[config.mk]
export PLATFORM = sky130hd
export DESIGN_NAME = rtmp_chunk_header_compressor
export DESIGN_NICKNAME = d
export VERILOG_FILES = /design/src/rtl/rchc_pkg.sv /design/src/rtl/rchc_front.sv /design/src/rtl/rchc_fifo.sv /design/src/rtl/rchc_back.sv /design/src/rtl/rtmp_chunk_header_compressor.sv
export SDC_FILE = /design/constraint.sdc
export NUM_CORES = 2
export LEC_CHECK = 0
export ABC_AREA = 1
export BUFFER_PORTS_ARGS = -buffer_cell sky130_fd_sc_hd__buf_2
export CORE_ASPECT_RATIO = 0.7
export CORE_MARGIN = 4
export CORE_UTILIZATION = 60
export DETAILED_ROUTE_END_ITERATION = 8
export GPL_TIMING_DRIVEN = 1
export PLACE_DENSITY = 0.75
export SLEW_MARGIN = 20
export SYNTH_ARGS = -nofsm -noshare
export SYNTH_HDL_FRONTEND = slang
export SYNTH_HIERARCHICAL = 1
export SYNTH_SLANG_ARGS = --single-unit
[constraint.sdc]
create_clock -name clk_i -period 23.1 [get_ports clk_i]
set_clock_uncertainty 0.05 [all_clocks]
set_input_delay 0 -clock clk_i [delete_from_list [all_inputs] [get_ports clk_i]]
set_output_delay 0 -clock clk_i [all_outputs]
set_load 0.02 [all_outputs]
[src/rtl/rchc_pkg.sv]
`timescale 1ns / 1ps

package rchc_pkg;

  // Default table depth
  localparam int SLOTS_DEF = 8;

  // Field widths fixed by the request and result formats
  localparam int CID_W = 17;
  localparam int CS_W  = 24;

  // Register map (index taken from paddr[2])
  localparam logic REG_CHUNK_SIZE = 1'b0;
  localparam logic [CS_W-1:0] CHUNK_SIZE_RST = 24'd128;

  // Protocol constants
  localparam logic [23:0] EXT_LIMIT   = 24'hFFFFFF;
  localparam logic [16:0] BASIC1_LIM  = 17'd64;
  localparam logic [16:0] BASIC2_LIM  = 17'd320;
  localparam logic [4:0]  EXT_BYTES   = 5'd4;

  // Request types
  localparam logic REQ_BIND = 1'b0;
  localparam logic REQ_MSG  = 1'b1;

  // Result status codes
  localparam logic [1:0] STATUS_OK      = 2'd0;
  localparam logic [1:0] STATUS_UNKNOWN = 2'd1;
  localparam logic [1:0] STATUS_TOO_BIG = 2'd2;

  // Chunk header formats
  localparam logic [1:0] FMT_0 = 2'd0;
  localparam logic [1:0] FMT_1 = 2'd1;
  localparam logic [1:0] FMT_2 = 2'd2;
  localparam logic [1:0] FMT_3 = 2'd3;

  // Chunk count divider: 26-bit dividend, two quotient bits per cycle
  localparam int DIV_W   = 26;
  localparam int DIV_CYC = 13;

  // Request queue between front and back
  localparam int Q_DEPTH = 2;
  localparam int Q_PTR_W = 1;

  typedef struct packed {
    logic        req_type;
    logic [2:0]  slot;
    logic [16:0] stream_cid;
    logic        allow_compress;
    logic [31:0] msg_time;
    logic [23:0] msg_length;
    logic [7:0]  msg_kind;
    logic [31:0] msg_stream;
  } req_t;

  typedef struct packed {
    req_t       req;
    logic [1:0] basic;
    logic       too_big;
  } fq_t;

  typedef struct packed {
    logic [1:0]  status;
    logic [1:0]  chunk_fmt;
    logic [31:0] time_field;
    logic        extended_time;
    logic [4:0]  first_header_bytes;
    logic [2:0]  next_header_bytes;
    logic [23:0] chunk_count;
  } res_t;

  typedef struct packed {
    logic [1:0]  fmt;
    logic [31:0] time_field;
    logic [23:0] length;
    logic [7:0]  kind;
    logic [31:0] stream;
    logic [31:0] msg_clock;
  } hdr_t;

  typedef enum logic [1:0] {
    F_IDLE,
    F_MOD,
    F_REM,
    F_PUSH
  } f_state_e;

  typedef enum logic [2:0] {
    B_IDLE,
    B_SCAN,
    B_EVAL,
    B_DIV_INIT,
    B_DIV,
    B_OUT
  } b_state_e;

  // Message header bytes for each format
  function automatic logic [4:0] msg_hdr_bytes(input logic [1:0] fmt);
    logic [4:0] n;
    case (fmt)
      FMT_0:   n = 5'd11;
      FMT_1:   n = 5'd7;
      FMT_2:   n = 5'd3;
      default: n = 5'd0;
    endcase
    return n;
  endfunction

endpackage

[src/rtl/rchc_front.sv]
`timescale 1ns / 1ps

module rchc_front import rchc_pkg::*; #(
  parameter int SLOTS = SLOTS_DEF,
  parameter int IDX_W = (SLOTS > 1) ? $clog2(SLOTS) : 1
) (
  input  logic             clk_i,
  input  logic             rst_ni,
  input  logic             s_valid_i,
  output logic             s_ready_o,
  input  req_t             s_req_i,
  output logic             push_valid_o,
  input  logic             push_ready_i,
  output fq_t              push_data_o,
  output logic [IDX_W-1:0] push_start_o
);

  // Scaled reciprocal of SLOTS; the quotient is exact for every 17-bit id
  localparam int RCP_SH = CID_W + $clog2(SLOTS);
  localparam int RCP_W  = CID_W + 1;
  localparam int PROD_W = CID_W + RCP_W;
  localparam logic [RCP_W-1:0] RCP     = RCP_W'(((1 << RCP_SH) + SLOTS - 1) / SLOTS);
  localparam logic [CID_W-1:0] SLOTS_C = CID_W'(SLOTS);

  f_state_e state_q, state_d;
  req_t req_q, req_d;
  logic [CID_W-1:0] quo_q, quo_d;
  logic [IDX_W-1:0] rem_q, rem_d;
  logic [PROD_W-1:0] prod;
  logic [CID_W-1:0] diff;

  // State register
  always_ff @(posedge clk_i or negedge rst_ni) begin
    if (!rst_ni) begin
      state_q <= F_IDLE;
    end else begin
      state_q <= state_d;
    end
  end

  // Request payload and home slot datapath
  always_ff @(posedge clk_i) begin
    req_q <= req_d;
    quo_q <= quo_d;
    rem_q <= rem_d;
  end

  // Home slot: quotient by reciprocal multiply, then the remainder
  assign prod = PROD_W'(req_q.stream_cid) * PROD_W'(RCP);
  assign diff = req_q.stream_cid - quo_q * SLOTS_C;

  // Next state: latch request, reduce stream id mod SLOTS, hand to queue
  always_comb begin
    state_d      = state_q;
    req_d        = req_q;
    quo_d        = quo_q;
    rem_d        = rem_q;
    s_ready_o    = 1'b0;
    push_valid_o = 1'b0;
    case (state_q)
      F_IDLE: begin
        s_ready_o = 1'b1;
        if (s_valid_i) begin
          req_d   = s_req_i;
          state_d = F_MOD;
        end
      end
      F_MOD: begin
        quo_d   = CID_W'(prod >> RCP_SH);
        state_d = F_REM;
      end
      F_REM: begin
        rem_d   = diff[IDX_W-1:0];
        state_d = F_PUSH;
      end
      F_PUSH: begin
        push_valid_o = 1'b1;
        if (push_ready_i) begin
          state_d = F_IDLE;
        end
      end
      default: state_d = F_IDLE;
    endcase
  end

  // Classification carried with the request
  always_comb begin
    push_data_o.req     = req_q;
    push_data_o.too_big = (req_q.msg_length >= EXT_LIMIT);
    if (req_q.stream_cid < BASIC1_LIM) begin
      push_data_o.basic = 2'd1;
    end else if (req_q.stream_cid < BASIC2_LIM) begin
      push_data_o.basic = 2'd2;
    end else begin
      push_data_o.basic = 2'd3;
    end
  end

  assign push_start_o = rem_q;

endmodule

[src/rtl/rchc_fifo.sv]
`timescale 1ns / 1ps

module rchc_fifo import rchc_pkg::*; #(
  parameter int WIDTH = 8
) (
  input  logic             clk_i,
  input  logic             rst_ni,
  input  logic             push_valid_i,
  output logic             push_ready_o,
  input  logic [WIDTH-1:0] push_data_i,
  output logic             pop_valid_o,
  input  logic             pop_ready_i,
  output logic [WIDTH-1:0] pop_data_o
);

  logic [WIDTH-1:0] mem_q [Q_DEPTH];
  logic [Q_PTR_W-1:0] wr_ptr_q, rd_ptr_q;
  logic [Q_PTR_W:0] count_q;
  logic do_push, do_pop;

  assign push_ready_o = (count_q != (Q_PTR_W+1)'(Q_DEPTH));
  assign pop_valid_o  = (count_q != '0);
  assign do_push      = push_valid_i && push_ready_o;
  assign do_pop       = pop_valid_o && pop_ready_i;
  assign pop_data_o   = mem_q[rd_ptr_q];

  // Pointers and fill level
  always_ff @(posedge clk_i or negedge rst_ni) begin
    if (!rst_ni) begin
      wr_ptr_q <= '0;
      rd_ptr_q <= '0;
      count_q  <= '0;
    end else begin
      if (do_push) begin
        wr_ptr_q <= wr_ptr_q + 1'b1;
      end
      if (do_pop) begin
        rd_ptr_q <= rd_ptr_q + 1'b1;
      end
      if (do_push && !do_pop) begin
        count_q <= count_q + 1'b1;
      end else if (do_pop && !do_push) begin
        count_q <= count_q - 1'b1;
      end
    end
  end

  // Entry storage
  always_ff @(posedge clk_i) begin
    if (do_push) begin
      mem_q[wr_ptr_q] <= push_data_i;
    end
  end

endmodule

[src/rtl/rchc_back.sv]
`timescale 1ns / 1ps

module rchc_back import rchc_pkg::*; #(
  parameter int SLOTS = SLOTS_DEF,
  parameter int IDX_W = (SLOTS > 1) ? $clog2(SLOTS) : 1
) (
  input  logic             clk_i,
  input  logic             rst_ni,
  input  logic [CS_W-1:0]  chunk_size_i,
  input  logic             pop_valid_i,
  output logic             pop_ready_o,
  input  fq_t              pop_data_i,
  input  logic [IDX_W-1:0] pop_start_i,
  output logic             m_valid_o,
  input  logic             m_ready_i,
  output res_t             m_res_o
);

  localparam int CNT_W = $clog2(SLOTS + 1);
  localparam logic [IDX_W-1:0] LAST_IDX = IDX_W'(SLOTS - 1);
  localparam logic [CNT_W-1:0] CNT_END  = CNT_W'(SLOTS);
  localparam logic [3:0] DIV_CNT_INIT   = 4'(DIV_CYC);

  b_state_e state_q, state_d;
  fq_t item_q, item_d;
  logic [IDX_W-1:0] idx_q, idx_d, rd_idx_q, rd_idx_d, sel_q, sel_d;
  logic [CNT_W-1:0] cnt_q, cnt_d;
  logic pend_q, pend_d;
  logic [1:0] fmt_q, fmt_d;
  logic [31:0] tf_q, tf_d;
  logic [DIV_W-1:0] dvd_q, dvd_d;
  logic [CS_W:0] rem_q, rem_d;
  logic [3:0] dcnt_q, dcnt_d;
  res_t res_q, res_d, out_q, out_d;
  logic out_vld_q, out_vld_d;

  // Slot tables and their valid bits
  logic [CID_W-1:0] id_mem [SLOTS];
  hdr_t hdr_mem [SLOTS];
  logic [SLOTS-1:0] id_vld_q, hdr_vld_q;
  logic [CID_W-1:0] id_rd_q;
  logic id_rd_vld_q;
  hdr_t hdr_rd_q;
  logic hdr_rd_vld_q;

  logic id_re, id_we, hdr_re, hdr_we;
  logic [IDX_W-1:0] id_wr_addr, hdr_rd_addr;
  hdr_t hdr_wdata;
  logic match;
  logic [CS_W-1:0] csz;

  assign csz   = (chunk_size_i == '0) ? CS_W'(1) : chunk_size_i;
  assign match = pend_q && id_rd_vld_q && (id_rd_q == item_q.req.stream_cid)
                 && (item_q.req.stream_cid != '0);
  assign id_wr_addr = IDX_W'(pop_data_i.req.slot);

  // Stream id table
  always_ff @(posedge clk_i) begin
    if (id_we) begin
      id_mem[id_wr_addr] <= pop_data_i.req.stream_cid;
    end
    if (id_re) begin
      id_rd_q     <= id_mem[idx_q];
      id_rd_vld_q <= id_vld_q[idx_q];
    end
  end

  // Header table
  always_ff @(posedge clk_i) begin
    if (hdr_we) begin
      hdr_mem[sel_q] <= hdr_wdata;
    end
    if (hdr_re) begin
      hdr_rd_q     <= hdr_mem[hdr_rd_addr];
      hdr_rd_vld_q <= hdr_vld_q[hdr_rd_addr];
    end
  end

  // Valid bits: bind marks the id and drops the header, a message sets it
  always_ff @(posedge clk_i or negedge rst_ni) begin
    if (!rst_ni) begin
      id_vld_q  <= '0;
      hdr_vld_q <= '0;
    end else begin
      if (id_we) begin
        id_vld_q[id_wr_addr]  <= 1'b1;
        hdr_vld_q[id_wr_addr] <= 1'b0;
      end
      if (hdr_we) begin
        hdr_vld_q[sel_q] <= 1'b1;
      end
    end
  end

  // Control registers
  always_ff @(posedge clk_i or negedge rst_ni) begin
    if (!rst_ni) begin
      state_q   <= B_IDLE;
      pend_q    <= 1'b0;
      cnt_q     <= '0;
      dcnt_q    <= '0;
      out_vld_q <= 1'b0;
    end else begin
      state_q   <= state_d;
      pend_q    <= pend_d;
      cnt_q     <= cnt_d;
      dcnt_q    <= dcnt_d;
      out_vld_q <= out_vld_d;
    end
  end

  // Datapath registers
  always_ff @(posedge clk_i) begin
    item_q   <= item_d;
    idx_q    <= idx_d;
    rd_idx_q <= rd_idx_d;
    sel_q    <= sel_d;
    fmt_q    <= fmt_d;
    tf_q     <= tf_d;
    dvd_q    <= dvd_d;
    rem_q    <= rem_d;
    res_q    <= res_d;
    out_q    <= out_d;
  end

  // Sequencer: lookup scan, format choice, chunk count divide, result
  always_comb begin
    hdr_t prev;
    logic [31:0] delta;
    logic ext;
    logic [CS_W:0] r;
    logic [DIV_W-1:0] q;
    state_d     = state_q;
    item_d      = item_q;
    idx_d       = idx_q;
    rd_idx_d    = rd_idx_q;
    sel_d       = sel_q;
    cnt_d       = cnt_q;
    pend_d      = pend_q;
    fmt_d       = fmt_q;
    tf_d        = tf_q;
    dvd_d       = dvd_q;
    rem_d       = rem_q;
    dcnt_d      = dcnt_q;
    res_d       = res_q;
    out_d       = out_q;
    out_vld_d   = out_vld_q && !m_ready_i;
    pop_ready_o = 1'b0;
    id_re       = 1'b0;
    id_we       = 1'b0;
    hdr_re      = 1'b0;
    hdr_we      = 1'b0;
    hdr_rd_addr = rd_idx_q;
    prev        = hdr_rd_vld_q ? hdr_rd_q : '0;
    delta       = item_q.req.msg_time - prev.msg_clock;
    hdr_wdata   = '0;
    ext         = (tf_q >= 32'(EXT_LIMIT));
    r           = rem_q;
    q           = dvd_q;
    case (state_q)
      B_IDLE: begin
        pop_ready_o = 1'b1;
        if (pop_valid_i) begin
          item_d = pop_data_i;
          if (pop_data_i.req.req_type == REQ_BIND) begin
            id_we   = (32'(pop_data_i.req.slot) < SLOTS);
            res_d   = '0;
            state_d = B_OUT;
          end else begin
            idx_d   = pop_start_i;
            cnt_d   = '0;
            pend_d  = 1'b0;
            state_d = B_SCAN;
          end
        end
      end
      B_SCAN: begin
        if (match) begin
          hdr_re  = 1'b1;
          sel_d   = rd_idx_q;
          pend_d  = 1'b0;
          state_d = B_EVAL;
        end else if (cnt_q < CNT_END) begin
          id_re    = 1'b1;
          rd_idx_d = idx_q;
          idx_d    = (idx_q == LAST_IDX) ? '0 : idx_q + 1'b1;
          cnt_d    = cnt_q + 1'b1;
          pend_d   = 1'b1;
        end else begin
          pend_d       = 1'b0;
          res_d        = '0;
          res_d.status = STATUS_UNKNOWN;
          state_d      = B_OUT;
        end
      end
      B_EVAL: begin
        fmt_d = FMT_0;
        tf_d  = item_q.req.msg_time;
        if (item_q.req.allow_compress && (item_q.req.msg_time >= prev.msg_clock)
            && (delta < 32'(EXT_LIMIT)) && (item_q.req.msg_stream == prev.stream)) begin
          fmt_d = FMT_1;
          tf_d  = delta;
          if ((item_q.req.msg_kind == prev.kind) && (item_q.req.msg_length == prev.length)) begin
            fmt_d = FMT_2;
            if (delta == prev.time_field) begin
              fmt_d = FMT_3;
            end
          end
        end
        hdr_we               = 1'b1;
        hdr_wdata.fmt        = fmt_d;
        hdr_wdata.time_field = tf_d;
        hdr_wdata.length     = item_q.req.msg_length;
        hdr_wdata.kind       = item_q.req.msg_kind;
        hdr_wdata.stream     = item_q.req.msg_stream;
        hdr_wdata.msg_clock  = item_q.req.msg_time;
        if (item_q.too_big) begin
          res_d        = '0;
          res_d.status = STATUS_TOO_BIG;
          state_d      = B_OUT;
        end else begin
          state_d = B_DIV_INIT;
        end
      end
      B_DIV_INIT: begin
        res_d.status             = STATUS_OK;
        res_d.chunk_fmt          = fmt_q;
        res_d.time_field         = tf_q;
        res_d.extended_time      = ext;
        res_d.first_header_bytes = 5'(item_q.basic) + msg_hdr_bytes(fmt_q)
                                   + (ext ? EXT_BYTES : 5'd0);
        res_d.next_header_bytes  = 3'(item_q.basic) + (ext ? 3'(EXT_BYTES) : 3'd0);
        res_d.chunk_count        = '0;
        dvd_d   = DIV_W'(item_q.req.msg_length) + DIV_W'(csz) - DIV_W'(1);
        rem_d   = '0;
        dcnt_d  = DIV_CNT_INIT;
        state_d = B_DIV;
      end
      B_DIV: begin
        // two restoring steps per cycle
        for (int j = 0; j < 2; j++) begin
          r = {r[CS_W-1:0], q[DIV_W-1]};
          q = {q[DIV_W-2:0], 1'b0};
          if (r >= {1'b0, csz}) begin
            r    = r - {1'b0, csz};
            q[0] = 1'b1;
          end
        end
        rem_d  = r;
        dvd_d  = q;
        dcnt_d = dcnt_q - 1'b1;
        if (dcnt_q == 4'd1) begin
          res_d.chunk_count = q[CS_W-1:0];
          state_d = B_OUT;
        end
      end
      B_OUT: begin
        if (!out_vld_q || m_ready_i) begin
          out_d     = res_q;
          out_vld_d = 1'b1;
          state_d   = B_IDLE;
        end
      end
      default: state_d = B_IDLE;
    endcase
  end

  assign m_valid_o = out_vld_q;
  assign m_res_o   = out_q;

  // Checks
  a_scan_bound: assert property (@(posedge clk_i) disable iff (!rst_ni)
    state_q == B_SCAN |-> cnt_q <= CNT_END)
    else $error("scan issued more reads than slots");

  a_ok_bytes: assert property (@(posedge clk_i) disable iff (!rst_ni)
    out_vld_q && out_q.status == STATUS_OK
    |-> 5'(out_q.next_header_bytes) <= out_q.first_header_bytes)
    else $error("continuation header larger than first header");

  a_err_zero: assert property (@(posedge clk_i) disable iff (!rst_ni)
    out_vld_q && out_q.status != STATUS_OK
    |-> out_q.chunk_fmt == FMT_0 && out_q.time_field == '0 && out_q.chunk_count == '0)
    else $error("error result carries nonzero fields");

  a_delta_short: assert property (@(posedge clk_i) disable iff (!rst_ni)
    out_vld_q && out_q.status == STATUS_OK && out_q.chunk_fmt != FMT_0
    |-> !out_q.extended_time)
    else $error("compressed header with extended timestamp");

  a_msg_scans: assert property (@(posedge clk_i) disable iff (!rst_ni)
    state_q == B_IDLE && pop_valid_i && pop_data_i.req.req_type == REQ_MSG
    |=> state_q == B_SCAN && cnt_q == '0)
    else $error("message request did not start a lookup");

endmodule

[src/rtl/rtmp_chunk_header_compressor.sv]
`timescale 1ns / 1ps

// Chunk header compressor for an RTMP sender.
// Requests enter on the s_axis channel: tuser = req_type (0 bind, 1 message),
// tdata carries the rest. A bind loads a chunk stream id into a table slot and
// clears that slot's header; a message looks its id up, picks chunk format 0..3,
// updates the slot and returns timestamp field, header byte counts and chunk count.
// Every request gives exactly one result on m_axis (tuser = status).
// chunk_size is written over APB at address 0; the user must write it only while
// the block is idle; the block itself does not enforce this. For each request the
// front finds the home slot by reciprocal multiply and remainder and hands the
// request to the queue; the back pops it, probes the id table from the home slot
// (a miss probes every slot), reads the header and chooses the format, runs the
// chunk count divider (two quotient bits a cycle) and loads the output register.
// A bind, a failed lookup or a rejected length skips the divider.
// Requests are handled one at a time in the back; a two-entry queue lets the
// front take the next request meanwhile.
// Reset empties every slot, sets chunk_size to 128 and needs no clearing pass.
// A stalled receiver holds the result in the output register; the back waits
// with its next result, the queue fills, the front holds its request and
// s_axis_tready_o stays low.
module rtmp_chunk_header_compressor import rchc_pkg::*; #(
  parameter int SLOTS = SLOTS_DEF
) (
  input  logic         clk_i,
  input  logic         rst_ni,
  // slot[2:0], stream_cid[19:3], allow_compress[20], msg_time[52:21],
  // msg_length[76:53], msg_kind[84:77], msg_stream[116:85]
  input  logic [119:0] s_axis_tdata_i,
  // req_type[0]
  input  logic         s_axis_tuser_i,
  input  logic         s_axis_tvalid_i,
  output logic         s_axis_tready_o,
  // chunk_fmt[1:0], time_field[33:2], extended_time[34],
  // first_header_bytes[39:35], next_header_bytes[42:40], chunk_count[66:43]
  output logic [71:0]  m_axis_tdata_o,
  // status[1:0]
  output logic [1:0]   m_axis_tuser_o,
  output logic         m_axis_tvalid_o,
  input  logic         m_axis_tready_i,
  input  logic         psel,
  input  logic         penable,
  input  logic         pwrite,
  input  logic [2:0]   paddr,
  input  logic [31:0]  pwdata,
  output logic [31:0]  prdata,
  output logic         pready
);

  localparam int IDX_W = (SLOTS > 1) ? $clog2(SLOTS) : 1;
  localparam int QW    = $bits(fq_t) + IDX_W;

  logic [CS_W-1:0] chunk_size_q;
  req_t s_req;
  fq_t push_data, pop_data;
  logic [IDX_W-1:0] push_start, pop_start;
  logic push_valid, push_ready, pop_valid, pop_ready;
  logic [QW-1:0] q_pop;
  res_t res;

  // Configuration register
  assign pready = 1'b1;
  assign prdata = (paddr[2] == REG_CHUNK_SIZE) ? {8'd0, chunk_size_q} : 32'd0;

  always_ff @(posedge clk_i or negedge rst_ni) begin
    if (!rst_ni) begin
      chunk_size_q <= CHUNK_SIZE_RST;
    end else if (psel && penable && pwrite && pready && (paddr[2] == REG_CHUNK_SIZE)) begin
      chunk_size_q <= pwdata[CS_W-1:0];
    end
  end

  // Request unpacking
  assign s_req.req_type       = s_axis_tuser_i;
  assign s_req.slot           = s_axis_tdata_i[2:0];
  assign s_req.stream_cid     = s_axis_tdata_i[19:3];
  assign s_req.allow_compress = s_axis_tdata_i[20];
  assign s_req.msg_time       = s_axis_tdata_i[52:21];
  assign s_req.msg_length     = s_axis_tdata_i[76:53];
  assign s_req.msg_kind       = s_axis_tdata_i[84:77];
  assign s_req.msg_stream     = s_axis_tdata_i[116:85];

  rchc_front #(
    .SLOTS (SLOTS),
    .IDX_W (IDX_W)
  ) u_front (
    .clk_i        (clk_i),
    .rst_ni       (rst_ni),
    .s_valid_i    (s_axis_tvalid_i),
    .s_ready_o    (s_axis_tready_o),
    .s_req_i      (s_req),
    .push_valid_o (push_valid),
    .push_ready_i (push_ready),
    .push_data_o  (push_data),
    .push_start_o (push_start)
  );

  rchc_fifo #(
    .WIDTH (QW)
  ) u_queue (
    .clk_i        (clk_i),
    .rst_ni       (rst_ni),
    .push_valid_i (push_valid),
    .push_ready_o (push_ready),
    .push_data_i  ({push_start, push_data}),
    .pop_valid_o  (pop_valid),
    .pop_ready_i  (pop_ready),
    .pop_data_o   (q_pop)
  );

  assign pop_data  = q_pop[$bits(fq_t)-1:0];
  assign pop_start = q_pop[QW-1:$bits(fq_t)];

  rchc_back #(
    .SLOTS (SLOTS),
    .IDX_W (IDX_W)
  ) u_back (
    .clk_i        (clk_i),
    .rst_ni       (rst_ni),
    .chunk_size_i (chunk_size_q),
    .pop_valid_i  (pop_valid),
    .pop_ready_o  (pop_ready),
    .pop_data_i   (pop_data),
    .pop_start_i  (pop_start),
    .m_valid_o    (m_axis_tvalid_o),
    .m_ready_i    (m_axis_tready_i),
    .m_res_o      (res)
  );

  // Result packing
  assign m_axis_tuser_o  = res.status;
  assign m_axis_tdata_o  = {5'd0, res.chunk_count, res.next_header_bytes,
                            res.first_header_bytes, res.extended_time,
                            res.time_field, res.chunk_fmt};

endmodule

# Yosys cells after proc, flatten, opt, wreduce, memory -nomap -nowiden
# Memory sizes are Yosys's and may differ from the RTL's. A register that Yosys moved wholly into a read port is not among the register bits.
# Index checks and enable logic that the tools add are counted.
[word_totals]
out_inout_bits = 109
in_bits = 163
romBits = 0
regBits = 530
word_cells = 253
ramBits = 1424
latchBits = 0
mem_count = 3
[op_classes]
addsub = 16
n_mux = 87
bitwise_logic = 6
magnitude_cmp = 15
mul = 0
n_div = 0
n_eq_ne = 30
n_reduce_logical = 44
shift = 0
[mem_list]
columns = ["memory", "depth", "word_bits", "rd", "rd_ports_with_merged_regs", "write_ports", "line", "rtl"]
rows = [
  ["u_back.hdr_mem", 8, 130, 1, 1, 1, "rchc_back.sv:39", "hdr_t hdr_mem [SLOTS];"],
  ["u_queue.mem_q", 2, 124, 1, 0, 1, "rchc_fifo.sv:16", "logic [WIDTH-1:0] mem_q [Q_DEPTH];"],
  ["u_back.id_mem", 8, 17, 1, 1, 1, "rchc_back.sv:38", "logic [CID_W-1:0] id_mem [SLOTS];"],
]
[ops]
columns = ["cell", "n"]
rows = [
  ["$mux 69", 5],
  ["$pmux 45 s4", 1],
  ["$mux 24", 6],
  ["$mux 130", 1],
  ["$mux 128", 1],
  ["$pmux 24 s5", 1],
  ["$eq 32x32->1", 2],
  ["$pmux 26 s2", 1],
  ["$ge 25x24->1", 2],
  ["$pmux 24 s2", 1],
  ["$sub 24x24->24", 2],
  ["$mux 3", 14],
  ["$ge 32x24->1 const B", 1],
  ["$ge 32x32->1", 1],
  ["$lt 32x24->1 const B", 1],
  ["$mux 32", 1],
  ["$sub 32x32->32", 1],
  ["$mux 1", 30],
  ["$sub 26x1->26 const B", 1],
  ["$add 24x24->25", 1],
  ["$eq 24x24->1", 1],
  ["$ge 24x24->1 const B", 1],
  ["$logic_not 24->1", 1],
  ["$pmux 3 s6", 1],
  ["other kinds (56)", 120],
]

# Logic depth before layout (Yosys ltp)
# An unclocked memory read counts as a cell.
[depth]
word_depth = 10
ltp_mapped = 31
mapped_depth_nobuf = 31

# Cells and area by module
# Netlist, hierarchy kept.
[modules_own_cells]
columns = ["module", "instances", "cells_each", "seq_area_each_um2", "area_each_um2"]
rows = [
  ["rchc_back", 1, 6486, 50363.3, 73153.9],
  ["rchc_fifo", 1, 676, 7547.2, 9253.9],
  ["rchc_front", 1, 178, 3683.5, 3943.8],
  ["rtmp_chunk_header_compressor", 1, 174, 601.8, 1306.3],
]

# Least setup slack after synthesis
# OpenSTA, ideal clock, no wires.
[synth_timing]
path_kind = "reg-to-reg"
startpoint = "reg u_back.state_q[2]"
endpoint = "mem u_back/hdr_mem[1][0] (netlist bit), enable pin"
synth_period_minus_slack_ps = 9766
path_slack_ps = 13334
t_arrival_ps = 9100
required_time_ps = 22434
setup_time_ps = 616
stages_incl_launch_ff = 4
path_buffers = 0
cell_sequence = "dfrtp_1 -> nor3_1 -> nand2_1 -> nor2_1"
[synth_between]
elab_chain_len = 4
[synth_lines]
columns = ["element", "line", "rtl"]
rows = [
  ["from (decl)", "rchc_back.sv:24", "b_state_e state_q, state_d;"],
  ["from (signal assigned)", "rchc_back.sv:104", "state_q <= state_d;"],
  ["$eq 3x2->1", "rchc_back.sv:160", "case (state_q)"],
  ["$mux 1", "rchc_back.sv:160", ""],
  ["$mux 1", "rchc_back.sv:70", "if (hdr_we) begin"],
  ["$mux 1 (implied by the code)", "rchc_back.sv:71", "hdr_mem[sel_q] <= hdr_wdata;"],
  ["to (decl)", "rchc_back.sv:39", ""],
]
# Every way passes these cells.

# Worst setup path in the final report
[layout_timing]
startpoint = "reg chunk_size_q[1]"
endpoint = "reg u_back.rem_q[11] (data pin)"
[layout_between]
elab_chain_len = 8
word_cells_on_any_way = 10
classes_between = "add/sub (2); order compare (2); mux (5); reduce/logical (1)"
[layout_lines]
columns = ["element", "line", "rtl"]
rows = [
  ["from (decl)", "rtmp_chunk_header_compressor.sv:53", "logic [CS_W-1:0] chunk_size_q;"],
  ["from (signal assigned)", "rtmp_chunk_header_compressor.sv:69", "chunk_size_q <= pwdata[CS_W-1:0];"],
  ["$logic_not 24->1", "rchc_back.sv:52", "assign csz = (chunk_size_i == '0) ? CS_W'(1) : chunk_size_i;"],
  ["$mux 24 (*)", "rchc_back.sv:52", ""],
  ["$sub 24x24->24 / $ge 25x24->1 (equally long branches)", "rchc_back.sv:245, rchc_back.sv:244", ""],
  ["$mux 24", "rchc_back.sv:244", "if (r >= {1'b0, csz}) begin"],
  ["$mux 24", "rchc_back.sv:160", ""],
  ["$sub 24x24->24 / $ge 25x24->1 (equally long branches)", "rchc_back.sv:245, rchc_back.sv:244", ""],
  ["$mux 24 (*)", "rchc_back.sv:244", ""],
  ["$pmux 24 s2 (*)", "rchc_back.sv:160", ""],
  ["to (signal assigned)", "rchc_back.sv:121", "rem_q <= rem_d;"],
  ["to (decl)", "rchc_back.sv:32", "logic [CS_W:0] rem_q, rem_d;"],
]
# Mark *: on every way between the ends. The rest lies on a longest branch, timed or not. The select of a mux whose other input is x is not followed.
# A chain may end at the register's enable or synchronous reset.

==> impl_metrics.json <==
{
  "critPathCaptureType": "flip-flop",
  "critPathRequiredTime_ps": 23590,
  "fillCellCount": 10000,
  "io_buffer_count": 244,
  "use_met2_pct": 43.1,
  "holdPathEnd": "u_front/state_q[0]",
  "criticalPathCategory": "reg -> reg",
  "wire_per_inst_um": 21.7,
  "multi_input_area_mm2": 0.0219,
  "worst_setup_path_start_kind": "flip-flop",
  "grt_pass1_wl_um": 334000,
  "gr-total-overflow": 0,
  "synth_edf_count": 2022,
  "post-dp-hpwl_um": 128000,
  "reg2reg_to": "u_back/rem_q[11]",
  "status": "finished clean",
  "fin_ws_ps": 15690,
  "clkSlewWorstSetupHoldPaths_ps": 60,
  "place_ws_ps": 16340,
  "die_w_um": 465,
  "p_leak_uw": 0.0401,
  "via_per_inst": 5.81,
  "setup_viol": 0,
  "rows": 117,
  "ys.flop_type": "edfxtp_1",
  "initial_core_util_pct": 60.4,
  "fin_crit_sh_pct": 32.1,
  "synth_compound_area_share_pct": 7.61,
  "grtUsageMet3_pct": 5.76,
  "place_congestion": 0.951,
  "die-area_mm2": 0.152,
  "slew-limit-headroom_pct": 24.9,
  "synthMuxAreaShare_pct": 0,
  "htree_levels": 4,
  "insertion_delay_ps": 830,
  "p_per_area_mw_per_mm2": 128,
  "coreArea_mm2": 0.145,
  "ctsResizeCount": 0,
  "seq_area_mm2": 0.0622,
  "drive_above_1_share_pct": 8.52,
  "drtIter0Drc": 7049,
  "ctsLongestPathBuffers": 3,
  "routed_wl_um": 220000,
  "grt_max_degree": 217,
  "final_antenna_net_count": 0,
  "synth_seq_cells": 2081,
  "yosysSeqAreaShare_pct": 71.0,
  "grt_pass1_vias": 56600,
  "fin_nets": 8335,
  "synthAdderAreaFrac_pct": 2.11,
  "cts-root-buf": "clkbuf_16",
  "synth-xor-area-share_pct": 1.07,
  "busiest_layer": "met1",
  "drv_slew": 0,
  "arrival_ps": 7890,
  "ys_types": 62,
  "final_hold_viol_count": 0,
  "numCtsBuffers": 187,
  "antenna_found_initial": 10,
  "synth_top_family_by_area": "simple AND/OR/NAND/NOR gates",
  "peakVddDrop_mv": 0.114,
  "holdPathStages": 7,
  "grt_usage_pct": 28.7,
  "synth-simple-area-share_pct": 14.0,
  "cts_tree": "yes",
  "ys_top_cells_by_area": "edfxtp_1, nor2_1, nand2_1",
  "syn_inst": 7514,
  "rsz0062_at_grt": "false",
  "r2r_cells": 27,
  "finalSetupTns_ps": 0,
  "drc_errors": 0,
  "post-route-min-period_ps": 7410,
  "final_core_util_pct": 68.9,
  "io_pins": 272,
  "syn2layout_area_growth_pct": 14.1,
  "firstDrtPassIters": 6,
  "cp_max_fo": 35,
  "min_path_type": "in -> reg",
  "fmax_mhz": 135,
  "yosys.area.top_type": "edfxtp_1",
  "synth_top_area_share_pct": 69.3,
  "use_met1_pct": 43.5,
  "async_flop_share_pct": 2.84,
  "synth_warnings": 6,
  "worst_pin_slew_ps": 1130,
  "hp-start": "s_axis_tvalid_i",
  "synth_area_mm2": 0.0877,
  "rrSetupSlack_ps": 15690,
  "worstReg2RegStart": "chunk_size_q[1]",
  "timing.max_cap.violations": 0,
  "critPathLaunch": "chunk_size_q[1]",
  "syn_area_per_cell_um2": 11.7,
  "dieHeight_um": 328,
  "via_count": 59000,
  "cts.sinks": 2081
}
==> Yosys cell counts, types with 5 or more instances <==
cell type,number
edfxtp_1,2022
nor2_1,1430
nand2_1,1243
o21ai_0,703
inv_1,583
clkbuf_1,243
a31oi_1,154
nand3_1,152
o22ai_1,151
ha_1,140
a21oi_1,126
nand4_1,70
xor2_1,65
dfrtp_1,58
buf_2,35
xnor2_1,34
nor3_1,30
buf_4,28
nor4_1,27
buf_1,23
a21oi_2,19
or2_2,18
nand2_2,15
nand3b_1,14
a21o_1,12
buf_6,11
nand2_4,11
o21bai_1,10
a21boi_0,7
inv_2,6
a211oi_1,5
fa_1,5
nor2_2,5
o211ai_1,5
==> stage by stage <==
stage          hold slack (ps)  instances  area, um^2  total power, uW
5_1_grt                    161      10100      100000            13600
6_report                   100      10100      100000            12800
2_1_floorplan             -346       7526       87700             8360
3_3_place_gp               126       9463       90600             9560
4_1_cts                   21.5      10100      100000            12800
3_5_place_dp               128       9463       90600             9660
==> state kept, by name (all words and copies together), names as in the netlist, 4 cells and up <==
signal               flops
u_back/m_res_o          68
u_back/dcnt_q            4
u_back/id_rd_q          17
u_back/id_mem          136
u_back/rem_q            24
u_back/dvd_q            26
u_front/push_data_o    118
u_queue/mem_q          248
u_back/hdr_mem        1024
u_back/hdr_vld_q         8
u_back/item_q          117
u_back/res_q            68
u_back/tf_q             32
chunk_size_q            24
u_back/hdr_rd_q        128
u_back/cnt_q             4
u_back/id_vld_q          8
==> cell families (layout without fill, tap and decap cells) <==
logic type | count (synthesis) | count (layout)
compound gates | 1211 | 1211
xor+xnor | 102 | 102
fa+ha+maj | 145 | 145
buf+inv | 935 | 1592
flops | 2081 | 2081
other cells | 2 | 17
simple gates | 3038 | 3038
==> worst max path at each step <==
stage | to | slack (ps) | cells past startpoint
floorplan | u_back/hdr_mem[1][0] | 13330 | 3
global placement | u_back/rem_q[12] | 16410 | 27
detailed placement | u_back/rem_q[21] | 16340 | 27
CTS | u_back/dvd_q[0] | 16320 | 26
global route | u_back/rem_q[6] | 15420 | 27
finish | u_back/rem_q[11] | 15690 | 27
==> metal layers <==
layer | vias up | part of all wire (%)
met1 | 28300 | 42
met5 | - | 0.0059
li1 | 27100 | -
met2 | 3250 | 44
met3 | 356 | 11
met4 | 2 | 2.1
==> worst max-delay path, cell delays in order, from the launching register on <==
cell and delay (ps):
dfrtp_1 480, nor4_1 450, nand2_1 120, o31ai_1 280
buf_4 200, ha_1 140, inv_1 70, nor4b_1 890
nand3_1 180, nand3_2 500, inv_2 290, or2_2 340
o21ai_0 120, inv_1 80, ha_1 350, nand2_1 80
nor3_1 230, nand3_1 120, nand3_1 220, a21oi_1 150
o21ai_1 350, nand3_1 120, nand2_1 140, nand2_2 250
nand2_2 610, nand2_1 120, nand2_1 100, nor2_1 60
==> area by class of cell <==
type	instances	share of cell area [%]
diodes	3	0.00750
clock buffers	227	4.88
clock inverters	118	1.12
inverters	594	2.27
well taps	1963	2.45
flip-flops and latches	2081	62.2
repair buffers	653	5.26
multi-input cells	4510	21.9
==> power breakdown <==
part | internal, uW | switching [uW] | total, uW
Combinational | 1420 | 3190 | 4600
Clock | 1670 | 1380 | 3050
Sequential | 4890 | 290 | 5180
Total | 7980 | 4860 | 12800
==> repair_timing <==
item	CTS	global route
setup buffers	0	0
endpoints found under the hold margin	259	0
hold buffers	337	0
==> cells in the final DEF, fill, tap and decap left out, types with 10 or more instances in the layout <==
cell           netlist  layout
a21o_1              12      12
a21oi_1            126     125
a21oi_2             19      19
a31oi_1            154     154
buf_2               35     244
buf_4               28      62
bufinv_16            0      14
clkbuf_1           243      37
clkbuf_16            0     189
clkinv_1             4      44
clkinv_2             0      33
clkinvlp_4           0      11
conb_1               2      14
dfrtp_1             58      57
dlygate4sd3_1        0     337
edfxtp_1          2022    2022
ha_1               140     140
inv_1              583     577
nand2_1           1243    1242
nand2_2             15      16
nand2_4             11      11
nand3_1            152     152
nand3b_1            14      14
nand4_1             70      70
nor2_1            1430    1418
nor2_4               3      14
nor3_1              30      28
nor4_1              27      26
o21ai_0            703     703
o21bai_1            10      10
o22ai_1            151     151
or2_2               18      18
xnor2_1             34      34
xor2_1              65      65
No activity file was read; power rests on OpenSTA's default activity.
